### src/rtl/core/ssbpm_pkg.sv
package ssbpm_pkg;

  // Fixed build configuration
  localparam int unsigned FILTER_TAPS    = 63;
  localparam int unsigned SAMPLE_BITS    = 16;
  localparam int unsigned SINE_ADDR_BITS = 10;
  localparam int unsigned OUT_BITS       = 16;
  localparam int unsigned COEF_BITS      = 18;
  localparam int unsigned TapCentre      = (FILTER_TAPS - 1) / 2;
  localparam int unsigned LINE_AW        = $clog2(FILTER_TAPS);
  localparam int unsigned LINE_DEPTH     = 2 ** LINE_AW;
  localparam int unsigned QTAB_AW        = SINE_ADDR_BITS - 2;
  localparam int unsigned QTAB_DEPTH     = 2 ** QTAB_AW;
  localparam int unsigned QUEUE_DEPTH    = 2;
  localparam int unsigned QCNT_BITS      = $clog2(QUEUE_DEPTH + 1);

  // Fixed-point constants (Q30)
  localparam longint unsigned HalfPiQ30   = 64'd1686629713;
  localparam longint          TwoOverPiQ30 = 64'sd683565276;
  localparam longint          WinA0Q30     = 64'sd450971566;
  localparam longint          WinA2Q30     = 64'sd85899346;
  localparam longint          Q30One       = 64'sd1073741824;

  // Register map
  typedef enum logic [1:0] {
    REG_CARRIER_STEP   = 2'd0,
    REG_LOWER_SIDEBAND = 2'd1,
    REG_OUTPUT_GAIN    = 2'd2
  } reg_idx_e;

  localparam logic [15:0] GainReset = 16'd16384;

  // Count taps with an odd offset from the centre (the only non-zero ones)
  function automatic int unsigned count_nz();
    int unsigned cnt;
    int n;
    cnt = 0;
    for (int unsigned k = 0; k < FILTER_TAPS; k++) begin
      n = int'(k) - int'(TapCentre);
      if ((n % 2) != 0) cnt++;
    end
    return cnt;
  endfunction

  localparam int unsigned NZ_TAPS  = count_nz();
  localparam int unsigned TAP_AW   = $clog2(NZ_TAPS);
  localparam int unsigned SEL_BITS = $clog2(NZ_TAPS + 1);
  localparam int unsigned ACC_BITS = SAMPLE_BITS + COEF_BITS + TAP_AW;

  // Round to nearest, ties away from zero
  function automatic longint rnd_shift(longint v, int unsigned s);
    longint half;
    longint res;
    if (s == 0) begin
      res = v;
    end else begin
      half = longint'(1) <<< (s - 1);
      if (v >= 0) res = (v + half) >>> s;
      else        res = -((-v + half) >>> s);
    end
    return res;
  endfunction

  // Unsigned quotient by shift and subtract, for table building only
  function automatic longint unsigned udiv64(longint unsigned num, longint unsigned den);
    longint unsigned quo;
    longint unsigned rem;
    quo = '0;
    rem = '0;
    for (int i = 63; i >= 0; i--) begin
      rem = {rem[62:0], num[i]};
      if (rem >= den) begin
        rem    = rem - den;
        quo[i] = 1'b1;
      end
    end
    return quo;
  endfunction

  // Sine of a 32-bit phase in Q30, integer Taylor series
  function automatic longint sin_q30(logic [31:0] p);
    logic [1:0] quad;
    longint unsigned r, u, x, x2, term, d;
    longint sum;
    quad = p[31:30];
    r    = {34'd0, p[29:0]};
    u    = quad[0] ? ((64'd1 << 30) - r) : r;
    x    = (u * HalfPiQ30 + (64'd1 << 29)) >> 30;
    x2   = (x * x + (64'd1 << 29)) >> 30;
    term = x;
    sum  = longint'(x);
    for (int unsigned k = 1; k <= 6; k++) begin
      d    = longint'(2 * k) * longint'(2 * k + 1);
      term = (term * x2 + (64'd1 << 29)) >> 30;
      term = udiv64(term + (d >> 1), d);
      if (k[0]) sum = sum - longint'(term);
      else      sum = sum + longint'(term);
    end
    if (sum > Q30One) sum = Q30One;
    if (sum < 0)      sum = 0;
    return quad[1] ? -sum : sum;
  endfunction

  typedef logic [14:0] qtab_t [QTAB_DEPTH];

  // First quadrant of the sine table, Q0.15 magnitudes
  function automatic qtab_t build_qtab();
    qtab_t  tab;
    longint s;
    logic [31:0] p;
    for (int unsigned k = 0; k < QTAB_DEPTH; k++) begin
      p = 32'(k) << (32 - SINE_ADDR_BITS);
      s = rnd_shift(sin_q30(p), 15);
      if (s > 32767) s = 32767;
      tab[k] = s[14:0];
    end
    return tab;
  endfunction

  localparam qtab_t QTAB = build_qtab();

  // Full-turn sine read from the quarter table
  function automatic logic signed [15:0] sine_lookup(logic [SINE_ADDR_BITS-1:0] idx);
    logic [1:0]         quad;
    logic [QTAB_AW-1:0] r;
    logic [QTAB_AW-1:0] ridx;
    logic [14:0]        mag;
    quad = idx[SINE_ADDR_BITS-1 -: 2];
    r    = idx[QTAB_AW-1:0];
    ridx = quad[0] ? (QTAB_AW'(0) - r) : r;
    if (quad[0] && (r == '0)) mag = 15'd32767;
    else                      mag = QTAB[ridx];
    return quad[1] ? -$signed({1'b0, mag}) : $signed({1'b0, mag});
  endfunction

  typedef logic signed [COEF_BITS-1:0] coef_tab_t [NZ_TAPS];
  typedef logic [LINE_AW-1:0]          age_tab_t  [NZ_TAPS];

  // Windowed Hilbert coefficients, Q1.17, non-zero taps only
  function automatic coef_tab_t build_coef();
    coef_tab_t tab;
    int unsigned j;
    int n;
    longint an, w, v, h;
    longint unsigned mag, d, den;
    logic [31:0] p1, p2;
    j   = 0;
    den = 64'(FILTER_TAPS - 1);
    for (int unsigned k = 0; k < FILTER_TAPS; k++) begin
      n  = int'(k) - int'(TapCentre);
      an = (n < 0) ? longint'(-n) : longint'(n);
      if (an[0]) begin
        p1  = 32'(udiv64((64'(k) << 32) + (den >> 1), den));
        p2  = 32'(udiv64((64'(2 * k) << 32) + (den >> 1), den));
        w   = WinA0Q30 - rnd_shift(sin_q30(p1 + 32'h4000_0000), 1)
              + rnd_shift(WinA2Q30 * sin_q30(p2 + 32'h4000_0000), 30);
        v   = rnd_shift(TwoOverPiQ30 * w, 30);
        mag = longint'((v < 0) ? -v : v);
        d   = longint'(an) << 13;
        h   = longint'(udiv64(mag + (d >> 1), d));
        if ((v < 0) != (n < 0)) h = -h;
        tab[j] = COEF_BITS'(h);
        j++;
      end
    end
    return tab;
  endfunction

  // Age (samples back from newest) of each non-zero tap
  function automatic age_tab_t build_age();
    age_tab_t tab;
    int unsigned j;
    int n;
    j = 0;
    for (int unsigned k = 0; k < FILTER_TAPS; k++) begin
      n = int'(k) - int'(TapCentre);
      if ((n % 2) != 0) begin
        tab[j] = LINE_AW'(k);
        j++;
      end
    end
    return tab;
  endfunction

  localparam coef_tab_t COEF_TAB = build_coef();
  localparam age_tab_t  AGE_TAB  = build_age();

  // Word handed from front to back
  typedef struct packed {
    logic [SINE_ADDR_BITS-1:0]     idx;
    logic signed [SAMPLE_BITS-1:0] sample;
  } q_item_t;

  typedef struct packed {
    logic                 valid;
    logic                 full;
    logic [QCNT_BITS-1:0] count;
  } q_status_t;

  typedef struct packed {
    logic busy;
    logic out_load;
  } bk_status_t;

endpackage

### src/rtl/core/ssbpm_front.sv
module ssbpm_front
  import ssbpm_pkg::*;
(
  input  logic                   clk_i,
  input  logic                   rst_ni,
  input  logic                   in_valid_i,
  output logic                   in_ready_o,
  input  logic [SAMPLE_BITS-1:0] in_sample_i,
  input  logic [31:0]            carrier_step_i,
  input  logic                   q_full_i,
  output logic                   q_push_o,
  output q_item_t                q_item_o
);

  logic [31:0] phase_q, phase_d;
  logic        accept;

  assign in_ready_o = !q_full_i;
  assign accept     = in_valid_i && in_ready_o;

  // Tag each word with the carrier phase it sees, then advance
  always_comb begin
    phase_d = phase_q;
    if (accept) phase_d = phase_q + carrier_step_i;
  end

  always_ff @(posedge clk_i or negedge rst_ni) begin
    if (!rst_ni) begin
      phase_q <= '0;
    end else begin
      phase_q <= phase_d;
    end
  end

  assign q_push_o        = accept;
  assign q_item_o.idx    = phase_q[31 -: SINE_ADDR_BITS];
  assign q_item_o.sample = $signed(in_sample_i);

endmodule

### config.mk
export PLATFORM = sky130hd
export DESIGN_NAME = ssbpm_front
export DESIGN_NICKNAME = d
export VERILOG_FILES = /design/src/rtl/core/ssbpm_pkg.sv /design/src/rtl/core/ssbpm_front.sv
export SDC_FILE = /design/constraint.sdc
export NUM_CORES = 1
export LEC_CHECK = 0
export BUFFER_PORTS_ARGS = -buffer_cell sky130_fd_sc_hd__buf_4
export CAP_MARGIN = 20
export CORE_MARGIN = 4
export CORE_UTILIZATION = 48
export CTS_CLUSTER_DIAMETER = 30
export DETAILED_ROUTE_END_ITERATION = 10
export PLACE_DENSITY = 0.77
export SYNTH_ARGS = -nofsm -noshare
export SYNTH_HDL_FRONTEND = slang
export SYNTH_SLANG_ARGS = --single-unit
export TNS_END_PERCENT = 100
### constraint.sdc
create_clock -name clk_i -period 2.8 [get_ports clk_i]
set_input_delay 0.42 -clock clk_i [delete_from_list [all_inputs] [get_ports clk_i]]
set_output_delay 0.42 -clock clk_i [all_outputs]
set_load 0.005 [all_outputs]
## Word level (Yosys, flattened, before mapping)

Cells that the tools add are included.

- $add $sub $neg: 1
- Reductions and logical operators: 2

Operators with widths:

| cell | count |
|---|---|
| 32-bit adder | 1 |
| 1-bit logical AND | 1 |
| 1-bit zero test | 1 |

- Bits in registers: 32
- Input port bits: 52
- Output and inout port bits: 28
- Logic and storage cells: 4

## Depth between registers and ports, before layout

- Depth after elaboration: 2
- Gate-level depth with buffers: 11

## Worst setup path before layout

OpenSTA, ideal clock, no wires.

- Path type: input to register
- From: input port carrier_step_i[0]
- To: register phase_q[26]
- Data arrival time: 2.553 ns
- Path slack: 0.119 ns
- Stages on the path: 11
- Path buffers: 0
- Cells stage by stage: ha_1 > fa_1 > a21oi_1 > o21ai_2 > a21oi_1 > o31ai_4 > a31oi_4 > o21ai_2 > a311oi_2 > xor2_1 > o21ai_1

- Cells in the longest elaborated chain, start to end: 1

RTL lines:

| what | RTL line | RTL |
|---|---|---|
| start: declaration | ssbpm_front.sv:9 | `input logic [31:0] carrier_step_i,` |
| 32-bit adder | ssbpm_front.sv:24 | `if (accept) phase_d = phase_q + carrier_step_i;` |
| end signal: assignment | ssbpm_front.sv:31 | `phase_q <= phase_d;` |
| end: declaration | ssbpm_front.sv:15 | `logic [31:0] phase_q, phase_d;` |

No other way between the ends.
A chain may end at the register's enable or synchronous reset.

## Worst setup path in the final report

- From: register phase_q[1]
- To: register phase_q[29]

- Cells in the longest elaborated chain, start to end: 1

RTL lines:

| what | RTL line |
|---|---|
| 32-bit adder | ssbpm_front.sv:24 |

No other way between the ends.

==> impl_metrics.csv <==
group,metric,value,unit
outcome,outcome,"complete, no violations",
pwr,power.density,1080,nW/um2
timing,worst_hold_slack,70.5,ps
floorplanning,start_util,49.2,%
floorplanning,fp.dieH,85.9,um
drt,firstDrtPassIters,4,
drt,final_antenna_net_count,0,
placement,dpl.hpwl,5000,um
logic_synthesis,synth_cell_types,52,
cells_and_area,fillers,553,
pwr,vdd_drop_max,0.000475,V
cells_and_area,drive_gt1_share,22.5,%
cells_and_area,final_common_cell,"buf_4",
logic_synthesis,netlist_area,2910,um2
logic_synthesis,ys_warn_count,0,
grt,grt_usage,18.3,%
cells_and_area,seq_area,801,um2
cells_and_area,top_regs,"phase_q (32)",
pwr,leakagePower,0.00167,uW
cells_and_area,layout_common_cells,"buf_4, nand2_1, dfrtp_1, ha_1, o21ai_0",
critical_path,start_kind,"flip-flop",
drt,wire_per_inst,14.5,um
timing,worst_slew_pin_slew,525,ps
clocking,clk_path_buf_depth,2,
clocking,cts_tree,"built",
drt,detail_route.iter0.violations,93,
cells_and_area,final_core_util,56.6,%
critical_path,crit_arrival,2900,ps
min_path,min_path_type,"in -> async",
grt,grt_start_max_net_pins,60,
timing,skew,14.3,ps
clocking,cts_buffers,5,
cells_and_area,final_nets,456,
logic_synthesis,yosysSeqAreaShare,27.5,%
timing,min_period,2660,ps
floorplanning,core_area,5920,um2
placement,dp.cells,440,
cells_and_area,largest_reg_flops,32,
grt,grt_pass1_wl,11000,um
clocking,htreeDepth,2,
timing,finalMaxSlewViolations,0,
timing,fmax,376,MHz
floorplanning,ios,80,
cells_and_area,regMostFlops,"phase_q",
floorplanning,dieArea,7380,um2
clocking,cts_setup_buffers,0,
timing,relSlewSlack,65.0,%
timing,period_share,95.1,%
drt,vias,2516,
critical_path,crit_type,"reg -> reg",
cells_and_area,diodes,0,
cells_and_area,areaGrowthSynthToFinish,14.9,%
clocking,clk_pin_slew,80,ps
placement,gp_congestion,0.884,
timing,setup_viol_count_final,0,
timing,finalHoldViolCount,0,
critical_path,required,3030,ps
clocking,clkLatencyLatePin,290,ps
clocking,numClockSinks,32,
placement,postPlaceCellArea,3250,um2
logic_synthesis,syn_nets,422,
cells_and_area,stdcell_count,448,
timing,fin_ws,137,ps
grt,antenna_found_initial,0,
logic_synthesis,syn-instance-count,338,
clocking,root_buffer,"clkbuf_8",
cells_and_area,multi_input_area,1870,um2
logic_synthesis,synth_seq_cells,32,
grt,grt_pass1_vias,2498,
critical_path,regToRegSetupSlack,140,ps
drt,viasPerCell,5.62,
floorplanning,rows,28,
critical_path,critPathCaptureType,"flip-flop",
drt,drc_errors,0,
logic_synthesis,avgSynthCellArea,8.62,um2
floorplanning,dieWidth,85.9,um
cells_and_area,stdcell_area,3350,um2
placement,place_ws,-92.4,ps
grt,overflow,0,
placement,placement.io_buffers,47,
timing,rsz0062_at_grt,"no",
job,cap_violations,0,
drt,drt-total-wl,6490,um
critical_path,crit_path_max_fanout,4,
routing by layer:
layer / track usage (%) / part of all wire, % / routed length (um)
met5: 0 / 0 / 0
met4: 7.05 / 2.3 / 147
met3: 3.84 / 5.1 / 333
met2: 31.3 / 49 / 3160
met1: 22.4 / 44 / 2840
through the flow:
stage | TNS (ps) | total power (uW)
finish | 0 | 3620
global route | 0 | 3970
CTS | 0 | 3620
detailed placement | -198 | 3220
global placement | -52.1 | 3130
floorplan | 0 | 2670
worst max-delay path: stages (launching register included):
cell and delay (ps):
dfrtp_1 420, ha_1 320, a211oi_1 90, o31ai_2 310, o221ai_2 160, a21oi_2 170, o21ai_1 110, a21boi_2 300
o21ai_1 150, a2111oi_1 420, a211o_1 140
report_power, final:
group | internal [uW] | total, uW | switching (uW)
Combinational | 1170 | 2410 | 1240
Sequential | 681 | 828 | 147
Clock | 196 | 382 | 185
Total | 2040 | 3620 | 1570
final cells by class:
type                    count  share of cell area [%]
well taps                  75                    2.80
flip-flops and latches     32                    23.9
multi-input cells         264                    55.7
inverters                   6                   0.672
repair buffers             63                    14.1
clock buffers               6                    2.47
clock inverters             2                   0.299
repair_timing:
action / CTS / global route
hold endpoints to repair: 0 / 0
resized for setup: 0 / 3
endpoints found under the setup margin: 0 / 6
hold buffers: 0 / 0
cells in the mapped netlist, drive strengths merged:
library cell	instances	share of area, %
nor2b	4	0.86
o221ai	1	0.52
nand2	45	5.8
a31oi	4	1.4
xor2	10	3.0
ha	31	13
inv	6	0.77
o2111ai	1	0.30
nand3	6	1.0
a211oi	1	0.26
or4	1	0.26
and3	4	0.86
and2	3	0.64
nor4	1	0.21
a21o	21	5.4
o21ai	33	5.9
dfrtp	32	27
a22o	1	0.30
or2	1	0.21
or3	1	0.21
nor3	3	0.52
a2111oi	2	1.2
a21oi	28	4.9
a221oi	1	0.30
o311a	1	0.34
mux2i	1	0.34
nand2b	1	0.21
fa	1	0.69
clkbuf	9	1.2
xnor2	16	4.8
a311oi	2	0.82
and3b	1	0.30
o31ai	3	1.4
nor4bb	1	0.34
buf	27	6.8
o41ai	1	0.30
a21boi	1	0.39
o21bai	5	1.3
o21a	6	1.5
nand4	6	1.3
a211o	1	0.30
nor2	13	1.7
o22ai	1	0.21
path summary, 6_finish.rpt:
check,start,to,cells after the start
hold / removal,rst_ni,phase_q[25],1
setup reg to reg,phase_q[1],phase_q[29],10
hold reg to reg,phase_q[15],phase_q[15],2
setup / recovery,phase_q[1],phase_q[29],10
max in group asynchronous,rst_ni,phase_q[2],1
min in group clk_i,carrier_step_i[0],phase_q[0],4
logic make-up after synthesis:
family	count (synthesis)	synth area share, %
multiplexers	1	0.344
flip-flops	32	27.5
AO/OA/AOI/OAI	114	27.2
XOR/XNOR	26	7.81
adder cells (fa/ha/maj)	32	14.0
buffers and inverters	42	8.76
AND/OR/NAND/NOR	91	14.4
Power figures use the tool's default switching activity.
