===== src/rtl/core/ssbpm_pkg.sv =====
package ssbpm_pkg;

  // Fixed build configuration
  localparam int unsigned FILTER_TAPS    = 63;
  localparam int unsigned SAMPLE_BITS    = 16;
  localparam int unsigned SINE_ADDR_BITS = 10;
  localparam int unsigned OUT_BITS       = 16;
  localparam int unsigned COEF_BITS      = 18;
  localparam int unsigned TapCentre      = (FILTER_TAPS - 1) / 2;
  localparam int unsigned LINE_AW        = $clog2(FILTER_TAPS);
  localparam int unsigned LINE_DEPTH     = 2 ** LINE_AW;
  localparam int unsigned QTAB_AW        = SINE_ADDR_BITS - 2;
  localparam int unsigned QTAB_DEPTH     = 2 ** QTAB_AW;
  localparam int unsigned QUEUE_DEPTH    = 2;
  localparam int unsigned QCNT_BITS      = $clog2(QUEUE_DEPTH + 1);

  // Fixed-point constants (Q30)
  localparam longint unsigned HalfPiQ30   = 64'd1686629713;
  localparam longint          TwoOverPiQ30 = 64'sd683565276;
  localparam longint          WinA0Q30     = 64'sd450971566;
  localparam longint          WinA2Q30     = 64'sd85899346;
  localparam longint          Q30One       = 64'sd1073741824;

  // Register map
  typedef enum logic [1:0] {
    REG_CARRIER_STEP   = 2'd0,
    REG_LOWER_SIDEBAND = 2'd1,
    REG_OUTPUT_GAIN    = 2'd2
  } reg_idx_e;

  localparam logic [15:0] GainReset = 16'd16384;

  // Count taps with an odd offset from the centre (the only non-zero ones)
  function automatic int unsigned count_nz();
    int unsigned cnt;
    int n;
    cnt = 0;
    for (int unsigned k = 0; k < FILTER_TAPS; k++) begin
      n = int'(k) - int'(TapCentre);
      if ((n % 2) != 0) cnt++;
    end
    return cnt;
  endfunction

  localparam int unsigned NZ_TAPS  = count_nz();
  localparam int unsigned TAP_AW   = $clog2(NZ_TAPS);
  localparam int unsigned SEL_BITS = $clog2(NZ_TAPS + 1);
  localparam int unsigned ACC_BITS = SAMPLE_BITS + COEF_BITS + TAP_AW;

  // Round to nearest, ties away from zero
  function automatic longint rnd_shift(longint v, int unsigned s);
    longint half;
    longint res;
    if (s == 0) begin
      res = v;
    end else begin
      half = longint'(1) <<< (s - 1);
      if (v >= 0) res = (v + half) >>> s;
      else        res = -((-v + half) >>> s);
    end
    return res;
  endfunction

  // Unsigned quotient by shift and subtract, for table building only
  function automatic longint unsigned udiv64(longint unsigned num, longint unsigned den);
    longint unsigned quo;
    longint unsigned rem;
    quo = '0;
    rem = '0;
    for (int i = 63; i >= 0; i--) begin
      rem = {rem[62:0], num[i]};
      if (rem >= den) begin
        rem    = rem - den;
        quo[i] = 1'b1;
      end
    end
    return quo;
  endfunction

  // Sine of a 32-bit phase in Q30, integer Taylor series
  function automatic longint sin_q30(logic [31:0] p);
    logic [1:0] quad;
    longint unsigned r, u, x, x2, term, d;
    longint sum;
    quad = p[31:30];
    r    = {34'd0, p[29:0]};
    u    = quad[0] ? ((64'd1 << 30) - r) : r;
    x    = (u * HalfPiQ30 + (64'd1 << 29)) >> 30;
    x2   = (x * x + (64'd1 << 29)) >> 30;
    term = x;
    sum  = longint'(x);
    for (int unsigned k = 1; k <= 6; k++) begin
      d    = longint'(2 * k) * longint'(2 * k + 1);
      term = (term * x2 + (64'd1 << 29)) >> 30;
      term = udiv64(term + (d >> 1), d);
      if (k[0]) sum = sum - longint'(term);
      else      sum = sum + longint'(term);
    end
    if (sum > Q30One) sum = Q30One;
    if (sum < 0)      sum = 0;
    return quad[1] ? -sum : sum;
  endfunction

  typedef logic [14:0] qtab_t [QTAB_DEPTH];

  // First quadrant of the sine table, Q0.15 magnitudes
  function automatic qtab_t build_qtab();
    qtab_t  tab;
    longint s;
    logic [31:0] p;
    for (int unsigned k = 0; k < QTAB_DEPTH; k++) begin
      p = 32'(k) << (32 - SINE_ADDR_BITS);
      s = rnd_shift(sin_q30(p), 15);
      if (s > 32767) s = 32767;
      tab[k] = s[14:0];
    end
    return tab;
  endfunction

  localparam qtab_t QTAB = build_qtab();

  // Full-turn sine read from the quarter table
  function automatic logic signed [15:0] sine_lookup(logic [SINE_ADDR_BITS-1:0] idx);
    logic [1:0]         quad;
    logic [QTAB_AW-1:0] r;
    logic [QTAB_AW-1:0] ridx;
    logic [14:0]        mag;
    quad = idx[SINE_ADDR_BITS-1 -: 2];
    r    = idx[QTAB_AW-1:0];
    ridx = quad[0] ? (QTAB_AW'(0) - r) : r;
    if (quad[0] && (r == '0)) mag = 15'd32767;
    else                      mag = QTAB[ridx];
    return quad[1] ? -$signed({1'b0, mag}) : $signed({1'b0, mag});
  endfunction

  typedef logic signed [COEF_BITS-1:0] coef_tab_t [NZ_TAPS];
  typedef logic [LINE_AW-1:0]          age_tab_t  [NZ_TAPS];

  // Windowed Hilbert coefficients, Q1.17, non-zero taps only
  function automatic coef_tab_t build_coef();
    coef_tab_t tab;
    int unsigned j;
    int n;
    longint an, w, v, h;
    longint unsigned mag, d, den;
    logic [31:0] p1, p2;
    j   = 0;
    den = 64'(FILTER_TAPS - 1);
    for (int unsigned k = 0; k < FILTER_TAPS; k++) begin
      n  = int'(k) - int'(TapCentre);
      an = (n < 0) ? longint'(-n) : longint'(n);
      if (an[0]) begin
        p1  = 32'(udiv64((64'(k) << 32) + (den >> 1), den));
        p2  = 32'(udiv64((64'(2 * k) << 32) + (den >> 1), den));
        w   = WinA0Q30 - rnd_shift(sin_q30(p1 + 32'h4000_0000), 1)
              + rnd_shift(WinA2Q30 * sin_q30(p2 + 32'h4000_0000), 30);
        v   = rnd_shift(TwoOverPiQ30 * w, 30);
        mag = longint'((v < 0) ? -v : v);
        d   = longint'(an) << 13;
        h   = longint'(udiv64(mag + (d >> 1), d));
        if ((v < 0) != (n < 0)) h = -h;
        tab[j] = COEF_BITS'(h);
        j++;
      end
    end
    return tab;
  endfunction

  // Age (samples back from newest) of each non-zero tap
  function automatic age_tab_t build_age();
    age_tab_t tab;
    int unsigned j;
    int n;
    j = 0;
    for (int unsigned k = 0; k < FILTER_TAPS; k++) begin
      n = int'(k) - int'(TapCentre);
      if ((n % 2) != 0) begin
        tab[j] = LINE_AW'(k);
        j++;
      end
    end
    return tab;
  endfunction

  localparam coef_tab_t COEF_TAB = build_coef();
  localparam age_tab_t  AGE_TAB  = build_age();

  // Word handed from front to back
  typedef struct packed {
    logic [SINE_ADDR_BITS-1:0]     idx;
    logic signed [SAMPLE_BITS-1:0] sample;
  } q_item_t;

  typedef struct packed {
    logic                 valid;
    logic                 full;
    logic [QCNT_BITS-1:0] count;
  } q_status_t;

  typedef struct packed {
    logic busy;
    logic out_load;
  } bk_status_t;

endpackage


===== src/rtl/core/ssbpm_fifo.sv =====
module ssbpm_fifo
  import ssbpm_pkg::*;
(
  input  logic      clk_i,
  input  logic      rst_ni,
  input  logic      push_i,
  input  q_item_t   item_i,
  input  logic      pop_i,
  output q_item_t   item_o,
  output q_status_t status_o
);

  localparam int unsigned PtrBits = $clog2(QUEUE_DEPTH);

  q_item_t              mem_q [QUEUE_DEPTH];
  logic [PtrBits-1:0]   wptr_q, wptr_d, rptr_q, rptr_d;
  logic [QCNT_BITS-1:0] count_q, count_d;

  // Advance pointers and occupancy
  always_comb begin
    wptr_d  = wptr_q;
    rptr_d  = rptr_q;
    count_d = count_q;
    if (push_i) wptr_d = (wptr_q == PtrBits'(QUEUE_DEPTH - 1)) ? '0 : wptr_q + 1'b1;
    if (pop_i)  rptr_d = (rptr_q == PtrBits'(QUEUE_DEPTH - 1)) ? '0 : rptr_q + 1'b1;
    if (push_i && !pop_i)      count_d = count_q + 1'b1;
    else if (!push_i && pop_i) count_d = count_q - 1'b1;
  end

  always_ff @(posedge clk_i or negedge rst_ni) begin
    if (!rst_ni) begin
      wptr_q  <= '0;
      rptr_q  <= '0;
      count_q <= '0;
    end else begin
      wptr_q  <= wptr_d;
      rptr_q  <= rptr_d;
      count_q <= count_d;
    end
  end

  // Hold queued words
  always_ff @(posedge clk_i) begin
    if (push_i) mem_q[wptr_q] <= item_i;
  end

  assign item_o         = mem_q[rptr_q];
  assign status_o.valid = (count_q != '0);
  assign status_o.full  = (count_q == QCNT_BITS'(QUEUE_DEPTH));
  assign status_o.count = count_q;

endmodule


===== config.mk =====
export PLATFORM = sky130hd
export DESIGN_NAME = ssbpm_fifo
export DESIGN_NICKNAME = d
export VERILOG_FILES = /design/src/rtl/core/ssbpm_pkg.sv /design/src/rtl/core/ssbpm_fifo.sv
export SDC_FILE = /design/constraint.sdc
export NUM_CORES = 1
export LEC_CHECK = 0
export ABC_AREA = 1
export BUFFER_PORTS_ARGS = -buffer_cell sky130_fd_sc_hd__buf_2
export CORE_MARGIN = 10
export CORE_UTILIZATION = 40
export DETAILED_ROUTE_END_ITERATION = 6
export PLACE_DENSITY = 0.68
export REMOVE_ABC_BUFFERS = 1
export SLEW_MARGIN = 30
export SYNTH_ARGS = -nofsm -noshare
export SYNTH_HDL_FRONTEND = slang
export SYNTH_SLANG_ARGS = --single-unit

===== constraint.sdc =====
create_clock -name clk_i -period 2.5 [get_ports clk_i]
set_clock_uncertainty 0.1 [all_clocks]
set_input_delay 0.125 -clock clk_i [delete_from_list [all_inputs] [get_ports clk_i]]
set_output_delay 0.125 -clock clk_i [all_outputs]
set_load 0.02 [all_outputs]

After elaboration in Yosys (flattened, before gate mapping)
Memory sizes are Yosys's and may differ from the RTL's.
Cells that the tools add are included.
{"block": "classes", "magnitude_cmp": 0, "add_sub_neg": 4, "reduce_logical": 6, "shifts": 0, "n_mux": 6, "multipliers": 0, "eq_ne": 1, "n_div": 0, "n_bitwise": 0}
{"cell": "$mux W1", "n": 4}
{"cell": "$mux W2", "n": 2}
{"cell": "$reduce_bool A2 Y1", "n": 2}
{"cell": "$add A1 B1 Y1 const B", "n": 2}
{"cell": "$add A2 B1 Y2 const B", "n": 1}
{"cell": "$eq A2 B2 Y1 const B", "n": 1}
{"cell": "$logic_and A1 B1 Y1", "n": 2}
{"cell": "$logic_not A1 Y1", "n": 2}
{"cell": "$sub A2 B1 Y2 const B", "n": 1}
{"block": "word_totals", "ramBits": 52, "n_memories": 1, "latch_bits": 0, "output_inout_bits": 30, "elab_cells": 21, "register_bits": 4, "in_bits": 30, "mem_bits_ro": 0}
{"name": "mem_q", "words": 2, "word_bits": 26, "read_ports": 1, "rd_clocked_by_memory_dff": 0, "write_ports": 1, "line_no": "ssbpm_fifo.sv:15", "source": "q_item_t mem_q [QUEUE_DEPTH];"}

Logic depth before layout (Yosys ltp)
Gate-level depths: netlist of run 1.
{"block": "depth", "depth_word": 4, "mapped_depth": 7}

Least setup slack after synthesis of run 1
Ideal clock, no wire load.
{"block": "synth_timing", "path_kind": "reg2reg", "start": "register wptr_q", "end": "memory mem_q[0][0] in the netlist's numbering (enable)", "required_ps": 1991, "t_arrival_ps": 1517, "path_slack_ps": 474, "setup_time_ps": 409, "n_path_buf": 0, "stages_incl_launch_ff": 2, "synth_period_minus_slack_ps": 2026, "path_cell_list": "dfrtp_1 nor2_1"}
{"element": "start: declaration", "line_no": "ssbpm_fifo.sv:16", "source": "logic [PtrBits-1:0] wptr_q, wptr_d, rptr_q, rptr_d;"}
{"element": "start signal: assignment", "line_no": "ssbpm_fifo.sv:36", "source": "wptr_q <= wptr_d;"}
{"element": "end: declaration", "line_no": "ssbpm_fifo.sv:15"}
Straight into the memory's write port.

==> flow_metrics.tcl, run 1 <==
set metrics [dict create \
    status "completed" \
    p_clk_frac 0.151 \
    layout.nets 233 \
    diodes 0 \
    hold_slack_ps 64.7 \
    synthDistinctLibCells 14 \
    ys_warn_count 0 \
    ys_seq_elements 56 \
    path_cells "buf_4, mux2_2, buf_2" \
    wl_per_cell_um 14.9 \
    clock-root-buffer "clkbuf_8" \
    rsz0062_at_grt "false" \
    hold_viol 0 \
    endpoint_kind "output pin" \
    drt-initial-drc-count 44 \
    cts_tree "done" \
    path_class "flip-flop to output pin" \
    layout_common_cells "59 x buf_2, 52 x edfxtp_1, 29 x dlygate4sd3_1" \
    finalSetupViolCount 0 \
    max_freq_mhz 589 \
    cp_max_fo 17 \
    syn_area_per_cell_um2 20.6 \
    intPower_w 0.00196 \
    grt.overflow.total 0 \
    final_util 0.561 \
    synth_cells 106 \
    layout-area-overhead-vs-synth_pct 33.6 \
    routabilityCongestion 0.703 \
    cp.arrival_ps 1470 \
    die_w_um 93.9 \
    rows 26 \
    fin_total_pwr_w 0.00293 \
    clkTransAtPathRegs_ps 90 \
    wirelength_mm 4.07 \
    drt_pre_antenna_iters 4 \
    power_density_nw_per_um2 1000 \
    worstPathRequired_ps 2280 \
    peakVddDrop_mv 0.517 \
    cts_max_path_buffers 2 \
    post-route-min-period_ps 1700 \
    grt_max_degree 27 \
    antenna_found_initial 0 \
    drive_gt1_frac 0.468 \
    cp_slowest_cell "mux2_2" \
    p_leak_nw 1.21 \
    final_common_cell "buf_2" \
    r2r_setup_slack_ps 1180 \
    multi_input_area_um2 447 \
    cts_buffers 5 \
    worst_slew_pin_slew_ps 360 \
    initial_utilization 0.419 \
    vias 1200 \
    p_seq_frac 0.449 \
    yosysSeqAreaShare 0.761 \
    chipHeight_um 93.9 \
    nFillCells 422 \
    dpl.cell_count 236 \
    power_switching_w 0.000970 \
    track_usage 0.0946 \
    final_cell_count_no_fill 273 \
    hp-class "input pin to asynchronous set/reset pin" \
    grt_pass1_vias 1332 \
    cts_resized 0 \
    htree_levels 2 \
    finalSetupTns_ps 0 \
    max-cap-violations 0 \
    syn_area_um2 2180 \
    io_pins 60 \
    drv_slew 0 \
    die-area_um2 8810 \
    cts_sinks 56 \
    slew_headroom 0.760 \
    drt-vias-per-instance 4.40 \
    route.detailed.drc 0 \
    swShare 0.331 \
    regArea_um2 1660 \
    antenna_left 0 \
    min_period_over_period 0.679 \
    insertion_delay_ps 290 \
    combPwrFrac 0.400 \
    cp-start-kind "flip-flop" \
    portBuffers 59 \
    grt_pass1_wl_mm 6.56 \
    max_stage_delay_ps 370 \
    core_area_um2 5200 \
]
## power groups by stage
stage / clock network [W] / registers [W] / logic (W)
after global placement: 0 / 0.00132 / 0.00115
after floorplan: 0 / 0.00142 / 0.000705
final: 0.000443 / 0.00132 / 0.00117
after global routing: 0.000502 / 0.00133 / 0.00126
after detailed placement: 0 / 0.00134 / 0.00117
after CTS: 0.000465 / 0.00132 / 0.00120
## flip-flops by register name (all words and copies together), names as in the netlist
register,flops
count_q,2
mem_q,52
rptr_q,1
wptr_q,1
## final cells by class
class / count / share of cell area
clock buffers: 7 / 0.0262
clock inverters: 1 / 0.00129
inverters: 7 / 0.00901
multi-input cells: 40 / 0.153
flip-flops and latches: 56 / 0.569
well taps: 70 / 0.0300
repair buffers: 92 / 0.211
## cell usage after synthesis (all sizes together)
master | count | share of area
mux2 | 26 | 0.17
nand2 | 6 | 0.010
nand4 | 1 | 0.0029
nor2 | 2 | 0.0034
xnor2 | 1 | 0.0040
buf | 3 | 0.023
edfxtp | 52 | 0.72
inv | 7 | 0.012
nand3 | 1 | 0.0023
xor2 | 2 | 0.0080
ha | 1 | 0.0057
dfrtp | 4 | 0.046
## repair_timing
| action | CTS | global route |
|---|---|---|
| endpoints found under the hold margin | 58 | 0 |
| hold buffers | 29 | 0 |
| buffers inserted | 0 | 0 |
## worst max-delay path, delay by kind of cell (launching register included)
family | cells | cell delay [ps]
buffers and inverters | 2 | 460
multiplexers | 1 | 370
flip-flops | 1 | 350
## path summary, 6_finish.rpt
check	start	end	depth (start not counted)
max	rptr_q	item_o[15]	3
min	rst_ni	count_q[1]	2
max reg2reg	wptr_q	mem_q[0][24]	2
min reg2reg	wptr_q	wptr_q	1
max in group asynchronous	rst_ni	rptr_q	2
min in group clk_i	wptr_q	wptr_q	1
## logic make-up after synthesis
logic type               count (synthesis)  synth area share
multiplexers                            26             0.167
buffers and inverters                   10            0.0355
flip-flops                              56             0.761
adder cells (fa/ha/maj)                  1           0.00573
AND/OR/NAND/NOR                         10            0.0189
XOR/XNOR                                 3            0.0120
## per-layer routing
metal	part of all wire	vias to the layer above	track usage
met4	0.0034	0	0.0291
li1	-	581	-
met1	0.41	570	0.103
met2	0.48	47	0.156
met3	0.10	2	0.0496
met5	0	-	0
## metrics by stage
| stage | setup slack [ps] | cell area (µm²) |
|---|---|---|
| 6_report | 801 | 2920 |
| 5_1_grt | 707 | 2920 |
| 4_1_cts | 778 | 2920 |
| 3_5_place_dp | 1120 | 2550 |
| 3_3_place_gp | 1130 | 2550 |
| 2_1_floorplan | 474 | 2130 |
Power figures use the tool's default switching activity.
==> run 2, diff against run 1 <==
--- a/config.mk
+++ b/config.mk
@@ -5,7 +5,7 @@
 export SDC_FILE = /design/constraint.sdc
 export NUM_CORES = 1
 export LEC_CHECK = 0
-export ABC_AREA = 1
+export ABC_AREA = 0
 export BUFFER_PORTS_ARGS = -buffer_cell sky130_fd_sc_hd__buf_2
 export CORE_MARGIN = 10
 export CORE_UTILIZATION = 40
==> constraint.sdc (replaced) <==
create_clock -name clk_i -period 1.65 [get_ports clk_i]
set_clock_uncertainty 0.1 [all_clocks]
set_input_delay 0.0825 -clock clk_i [delete_from_list [all_inputs] [get_ports clk_i]]
set_output_delay 0.0825 -clock clk_i [all_outputs]
set_load 0.02 [all_outputs]
==> run 2 against run 1 <==
  * Clock power rose by 91%
  * Hold slack lost 49 ps
  * Cell count down 2.6%
  * Wire length rose by 1.7%
  * Flip-flop and latch count stayed put
  * Synthesized cell count shrank 8.5%
  * Register-to-register slack lost 720 ps
  * Global-route usage increased by 0.12 points
  * Largest cell class unchanged
  * Via count down 2.1%
  * Area after synthesis is 0.80% lower
  * Count of clock-buffer cells in the layout stayed put
  * Largest power group unchanged
  * Sequential power up 54%
==> flow_metrics.tcl, run 2 <==
set metrics [dict create \
    status "completed" \
    layout.nets 226 \
    wl_met1_mm 1.59 \
    syn_area_um2 2170 \
    cts_sinks 56 \
    routed-wl-met2_mm 2.22 \
    intPower_w 0.00335 \
    post-route-min-period_ps 1610 \
    path_class "flip-flop to output pin" \
    final_area_um2 3040 \
    slew_headroom 0.874 \
    r2r_setup_slack_ps 460 \
    drt_pre_antenna_iters 4 \
    drt-initial-drc-count 28 \
    synth-simple-area-share 0.0133 \
    track_usage 0.0958 \
    grt_pass1_vias 1368 \
    grt.overflow.total 0 \
    max_stage_delay_ps 460 \
    diodes 0 \
    antenna_left 0 \
    swShare 0.313 \
    drive_gt1_frac 0.510 \
    initial_utilization 0.419 \
    max-cap-violations 0 \
    clock-root-buffer "clkbuf_8" \
    ys_async_sr_fraction 0.0714 \
    layout_common_cells "54 x buf_2, 52 x edfxtp_1, 29 x dlygate4sd3_1" \
    layout-area-overhead-vs-synth_pct 40.3 \
    reg.largest.list "mem_q x52, count_q x2" \
    cp_max_fo 12 \
    ys.flop_type "edfxtp_1" \
    die-area_um2 8760 \
    syn_area_per_cell_um2 22.3 \
    largest_reg_flops 52 \
    min_period_over_period 0.976 \
    ys_seq_elements 56 \
    synth_top_family_by_area "multiplexers" \
    worst_slew_pin_slew_ps 189 \
    startpoint "rptr_q" \
    finalSetupViolCount 0 \
    rsz0062_at_grt "true" \
    drv_slew 0 \
    combPwrFrac 0.410 \
    p_seq_frac 0.417 \
    chipHeight_um 93.6 \
    synth.top_cell.area_share 0.721 \
    cts_buffers 5 \
    clkTransAtPathRegs_ps 90 \
    routabilityCongestion 0.707 \
    cp-start-kind "flip-flop" \
    hold_viol 0 \
    synth_area_leader_cell "edfxtp_1" \
    synth_mux_area_frac 0.168 \
    peakVddDrop_mv 0.715 \
    io_pins 60 \
    synth_cells 97 \
    synth.most_common_cell "edfxtp_1" \
    ys_warn_count 0 \
    vias 1175 \
    route.detailed.drc 0 \
    drt-vias-per-instance 4.42 \
    synth_compound_area_frac 0 \
    endpoint_kind "output pin" \
    p_clk_frac 0.174 \
    power_density_nw_per_um2 1600 \
    final_util 0.587 \
    worstReg2RegEnd "mem_q[0][0]" \
    cp_slowest_cell "dfrtp_2" \
    dp_hpwl_mm 2.85 \
    cp-endpoint "item_o[15]" \
    grt_pass1_wl_mm 6.60 \
    synth_common_cells "52 x edfxtp_1, 19 x mux2_4, 7 x mux2_2, 4 x dfrtp_1, 4 x xor2_1" \
    antenna_found_initial 0 \
    rr_startpoint "wptr_q" \
    post_cts_buffers 0 \
    cts_max_path_buffers 2 \
    synth-adder-area-share 0.00578 \
    synthXorXnorAreaFrac 0.0202 \
    core_area_um2 5170 \
    insertion_delay_ps 290 \
    placed_cell_area_um2 2570 \
    wl_met3_um 267 \
    worstPathRequired_ps 1470 \
    cts_tree "done" \
    synth-edff-count 52 \
    grt_max_degree 27 \
    power_switching_w 0.00152 \
    nFillCells 398 \
    path_cells "buf_12, mux2_2, buf_2" \
    wirelength_mm 4.14 \
    cp.arrival_ps 1430 \
    topRoutingLayerUsed "met4" \
    hp-class "input pin to asynchronous set/reset pin" \
    rows 26 \
    synthDistinctLibCells 14 \
    p_leak_nw 1.24 \
    max_freq_mhz 621 \
    portBuffers 59 \
    htree_levels 2 \
    yosysSeqAreaShare 0.767 \
    hold_slack_ps 15.9 \
    die_w_um 93.6 \
    ys_top_cells_by_area "edfxtp_1 72%, mux2_4 13%, dfrtp_1 4.6%" \
    worstRegToRegCells 2 \
    max_flop_register "mem_q" \
    wl_per_cell_um 15.5 \
    final_common_cell "buf_2" \
]
-- run 2: changes by cell type after synthesis, moves of 2 or more --
| cell | previous run | this run |
|---|---|---|
| nor2b_1 | 0 | 2 |
| xor2_1 | 2 | 4 |
| nand2_1 | 6 | 0 |
| inv_1 | 7 | 1 |
-- run 2: metrics by stage --
stage               power (W)  instances  worst slack, ps  setup TNS, ps
floorplan             0.00322         94             -440         -11970
global placement      0.00382        228              334              0
detailed placement    0.00387        228              305              0
CTS                   0.00479        265             11.4              0
global route          0.00512        266            -15.5          -36.9
finish                0.00487        266             39.2              0
-- run 2: worst min path at each step --
stage,endpoint,slack [ps],cells after the start
2_1_floorplan,count_q[0],-310,0
3_3_place_gp,count_q[1],-210,1
3_5_place_dp,count_q[0],-200,1
4_1_cts,rptr_q,10,2
5_1_grt,count_q[0],20,2
6_report,rptr_q,20,2
-- run 2: cells by family (layout without fill, tap and decap cells) --
family / count (synthesis) / after routing
flip-flops: 56 / 56
multiplexers: 26 / 26
XOR/XNOR: 5 / 5
AND/OR/NAND/NOR: 5 / 5
buffers and inverters: 4 / 103
adder cells (fa/ha/maj): 1 / 1
-- run 2: layer usage --
metal  track usage  up-vias
met5             0        -
met3        0.0312        4
met1        0.0898      572
met2         0.180       35
li1              -      564
met4        0.0494        0
-- run 2: final cells by class --
type                            count  area (µm²)  share of cell area
Tap cell                           70        87.6              0.0288
Inverter                            1        3.75             0.00124
Sequential cell                    56        1660               0.547
Clock buffer                        7        76.3              0.0251
Timing Repair Buffer               94         711               0.234
Clock inverter                      1        30.0             0.00988
Multi-Input combinational cell     37         467               0.154
-- run 2: critical path: cells and delay by family (launching register included) --
family | cells | cell delay (ps)
flops | 1 | 460
buf+inv | 2 | 340
mux | 1 | 330
-- run 2: what timing repair did --
| item | 4_1_cts | 5_1_grt |
|---|---|---|
| hold endpoints to repair | 58 | 0 |
| hold buffers | 29 | 0 |
| setup endpoints to repair | 5 | 7 |
| gates cloned | 0 | 1 |
| gates resized for setup | 1 | 12 |
-- run 2: power by group through the flow --
stage                     clock [W]  combinational [W]  sequential [W]
final                      0.000846            0.00200         0.00203
after global routing       0.000933            0.00213         0.00206
after floorplan                   0            0.00106         0.00216
after detailed placement          0            0.00183         0.00204
after global placement            0            0.00181         0.00202
after CTS                  0.000884            0.00189         0.00201
==> run 3, diff against run 2 <==
--- a/config.mk
+++ b/config.mk
@@ -5,14 +5,14 @@
 export SDC_FILE = /design/constraint.sdc
 export NUM_CORES = 1
 export LEC_CHECK = 0
-export ABC_AREA = 0
+export ABC_AREA = 1
 export BUFFER_PORTS_ARGS = -buffer_cell sky130_fd_sc_hd__buf_2
 export CORE_MARGIN = 10
 export CORE_UTILIZATION = 40
 export DETAILED_ROUTE_END_ITERATION = 6
 export PLACE_DENSITY = 0.68
 export REMOVE_ABC_BUFFERS = 1
-export SLEW_MARGIN = 30
+export SLEW_MARGIN = 20
 export SYNTH_ARGS = -nofsm -noshare
 export SYNTH_HDL_FRONTEND = slang
 export SYNTH_SLANG_ARGS = --single-unit
==> run 3 against run 2 <==
  * Wire length increased by 3.3%
  * Utilization is 1.6 points lower
  * Flip-flop and latch count stayed put
  * Critical path depth unchanged
  * Highest routed layer unchanged
==> flow_metrics.tcl, run 3 (synthesis gave the netlist of run 1 again) <==
set metrics [dict create \
    initial_utilization 0.419 \
    power_switching_w 0.00153 \
    drt_pre_antenna_iters 4 \
    setup_slack_ps 63.6 \
    intPower_w 0.00307 \
    track_usage 0.0982 \
    combPwrFrac 0.412 \
    max_stage_delay_ps 460 \
    post_cts_buffers 0 \
    clkTransAtPathRegs_ps 80 \
    cp_max_fo 11 \
    largest_reg_flops 52 \
    htree_levels 2 \
    power_density_nw_per_um2 1550 \
    layout.nets 236 \
    endpoint_kind "output pin" \
    rows 26 \
    peakVddDrop_mv 0.870 \
    chipHeight_um 93.9 \
    worstPathRequired_ps 1470 \
    wirelength_mm 4.27 \
    drv_slew 0 \
    insertion_delay_ps 290 \
    multi_input_area_um2 447 \
    clock-root-buffer "clkbuf_8" \
    cp.arrival_ps 1400 \
    nFillCells 408 \
    min_period_over_period 0.961 \
    dp_hpwl_mm 2.99 \
    cts_sinks 56 \
    drt-vias-per-instance 4.49 \
    final_area_um2 2980 \
    hp-class "input pin to asynchronous set/reset pin" \
    antenna_left 0 \
    p_seq_frac 0.438 \
    drive_gt1_frac 0.485 \
    max-cap-violations 0 \
    worst_slew_pin_slew_ps 240 \
    p_leak_nw 1.24 \
    route.detailed.drc 0 \
    grt_pass1_wl_mm 6.91 \
    slew_headroom 0.840 \
    hold_slack_ps 29.2 \
    cts_tree "done" \
    cp_slowest_cell "dfrtp_2" \
    cts_max_path_buffers 2 \
    finalSetupViolCount 0 \
    path_class "flip-flop to output pin" \
    max_freq_mhz 630 \
    post-route-min-period_ps 1590 \
    swShare 0.332 \
    rsz0062_at_grt "false" \
    grt.overflow.total 0 \
    wl_per_cell_um 15.5 \
    layout-area-overhead-vs-synth_pct 36.3 \
    p_clk_frac 0.150 \
    status "completed" \
    core_area_um2 5200 \
    drt-initial-drc-count 46 \
    placed_cell_area_um2 2570 \
    vias 1239 \
    cp-start-kind "flip-flop" \
    die-area_um2 8810 \
    hold_viol 0 \
    io_pins 60 \
    diodes 0 \
    die_w_um 93.9 \
    regArea_um2 1660 \
    portBuffers 59 \
    place_ws_ps 352 \
    path_cells "clkbuf_16, mux2_4, buf_2" \
    reg.largest.list "mem_q x52, count_q x2" \
    grt_max_degree 23 \
    grt_pass1_vias 1441 \
    antenna_found_initial 0 \
    routabilityCongestion 0.721 \
    layout_common_cells "59 x buf_2, 52 x edfxtp_1, 29 x dlygate4sd3_1" \
    final_common_cell "buf_2" \
    cts_buffers 5 \
    max_flop_register "mem_q" \
]
[run 3: metal layers]
metal  share of wire  track usage  vias to the layer above
met5               0            0                        -
met4          0.0049       0.0266                        0
met3           0.078       0.0368                        4
met2            0.52        0.183                       46
met1            0.40       0.0999                      597
li1                -            -                      592
[run 3: final timing paths]
check	start	to	slack (ps)	cells after the start
setup / recovery	rptr_q	item_o[19]	60	3
setup reg to reg	wptr_q	mem_q[0][20]	420	2
hold / removal	rst_ni	count_q[0]	30	2
hold reg to reg	wptr_q	wptr_q	420	1
min in group clk_i	item_i[13]	mem_q[1][13]	410	2
max in group asynchronous	rst_ni	rptr_q	1290	2
[run 3: area by class of cell]
| cell class | count | share of cell area |
|---|---|---|
| clock buffers | 6 | 0.0244 |
| clock inverters | 2 | 0.00378 |
| inverters | 7 | 0.00883 |
| multi-input cells | 40 | 0.150 |
| flip-flops and latches | 56 | 0.559 |
| well taps | 70 | 0.0294 |
| repair buffers | 95 | 0.225 |
[run 3: timing repair]
item,4_1_cts,5_1_grt
hold buffers,29,0
endpoints found under the setup margin,0,3
gates resized for setup,0,1
hold endpoints to repair,58,0
[run 3: stage by stage]
step	instances	setup TNS, ps	total power (W)	util
after global placement	238	0	0.00379	0.495
after global routing	276	0	0.00487	0.572
final	276	0	0.00460	0.572
after CTS	275	0	0.00459	0.567
after floorplan	103	-10310	0.00322	-
after detailed placement	238	0	0.00385	0.495
[run 3: power by group through the flow]
stage	logic (W)	registers, W	clock network [W]
after CTS	0.00187	0.00200	0.000723
after floorplan	0.00107	0.00216	0
after global routing	0.00204	0.00205	0.000784
final	0.00189	0.00201	0.000690
after detailed placement	0.00181	0.00204	0
after global placement	0.00178	0.00201	0
[run 3: critical path, delay by kind of cell (launching register included)]
kind / cells / cell delay, ps
mux: 1 / 300
flops: 1 / 460
buf+inv: 2 / 360
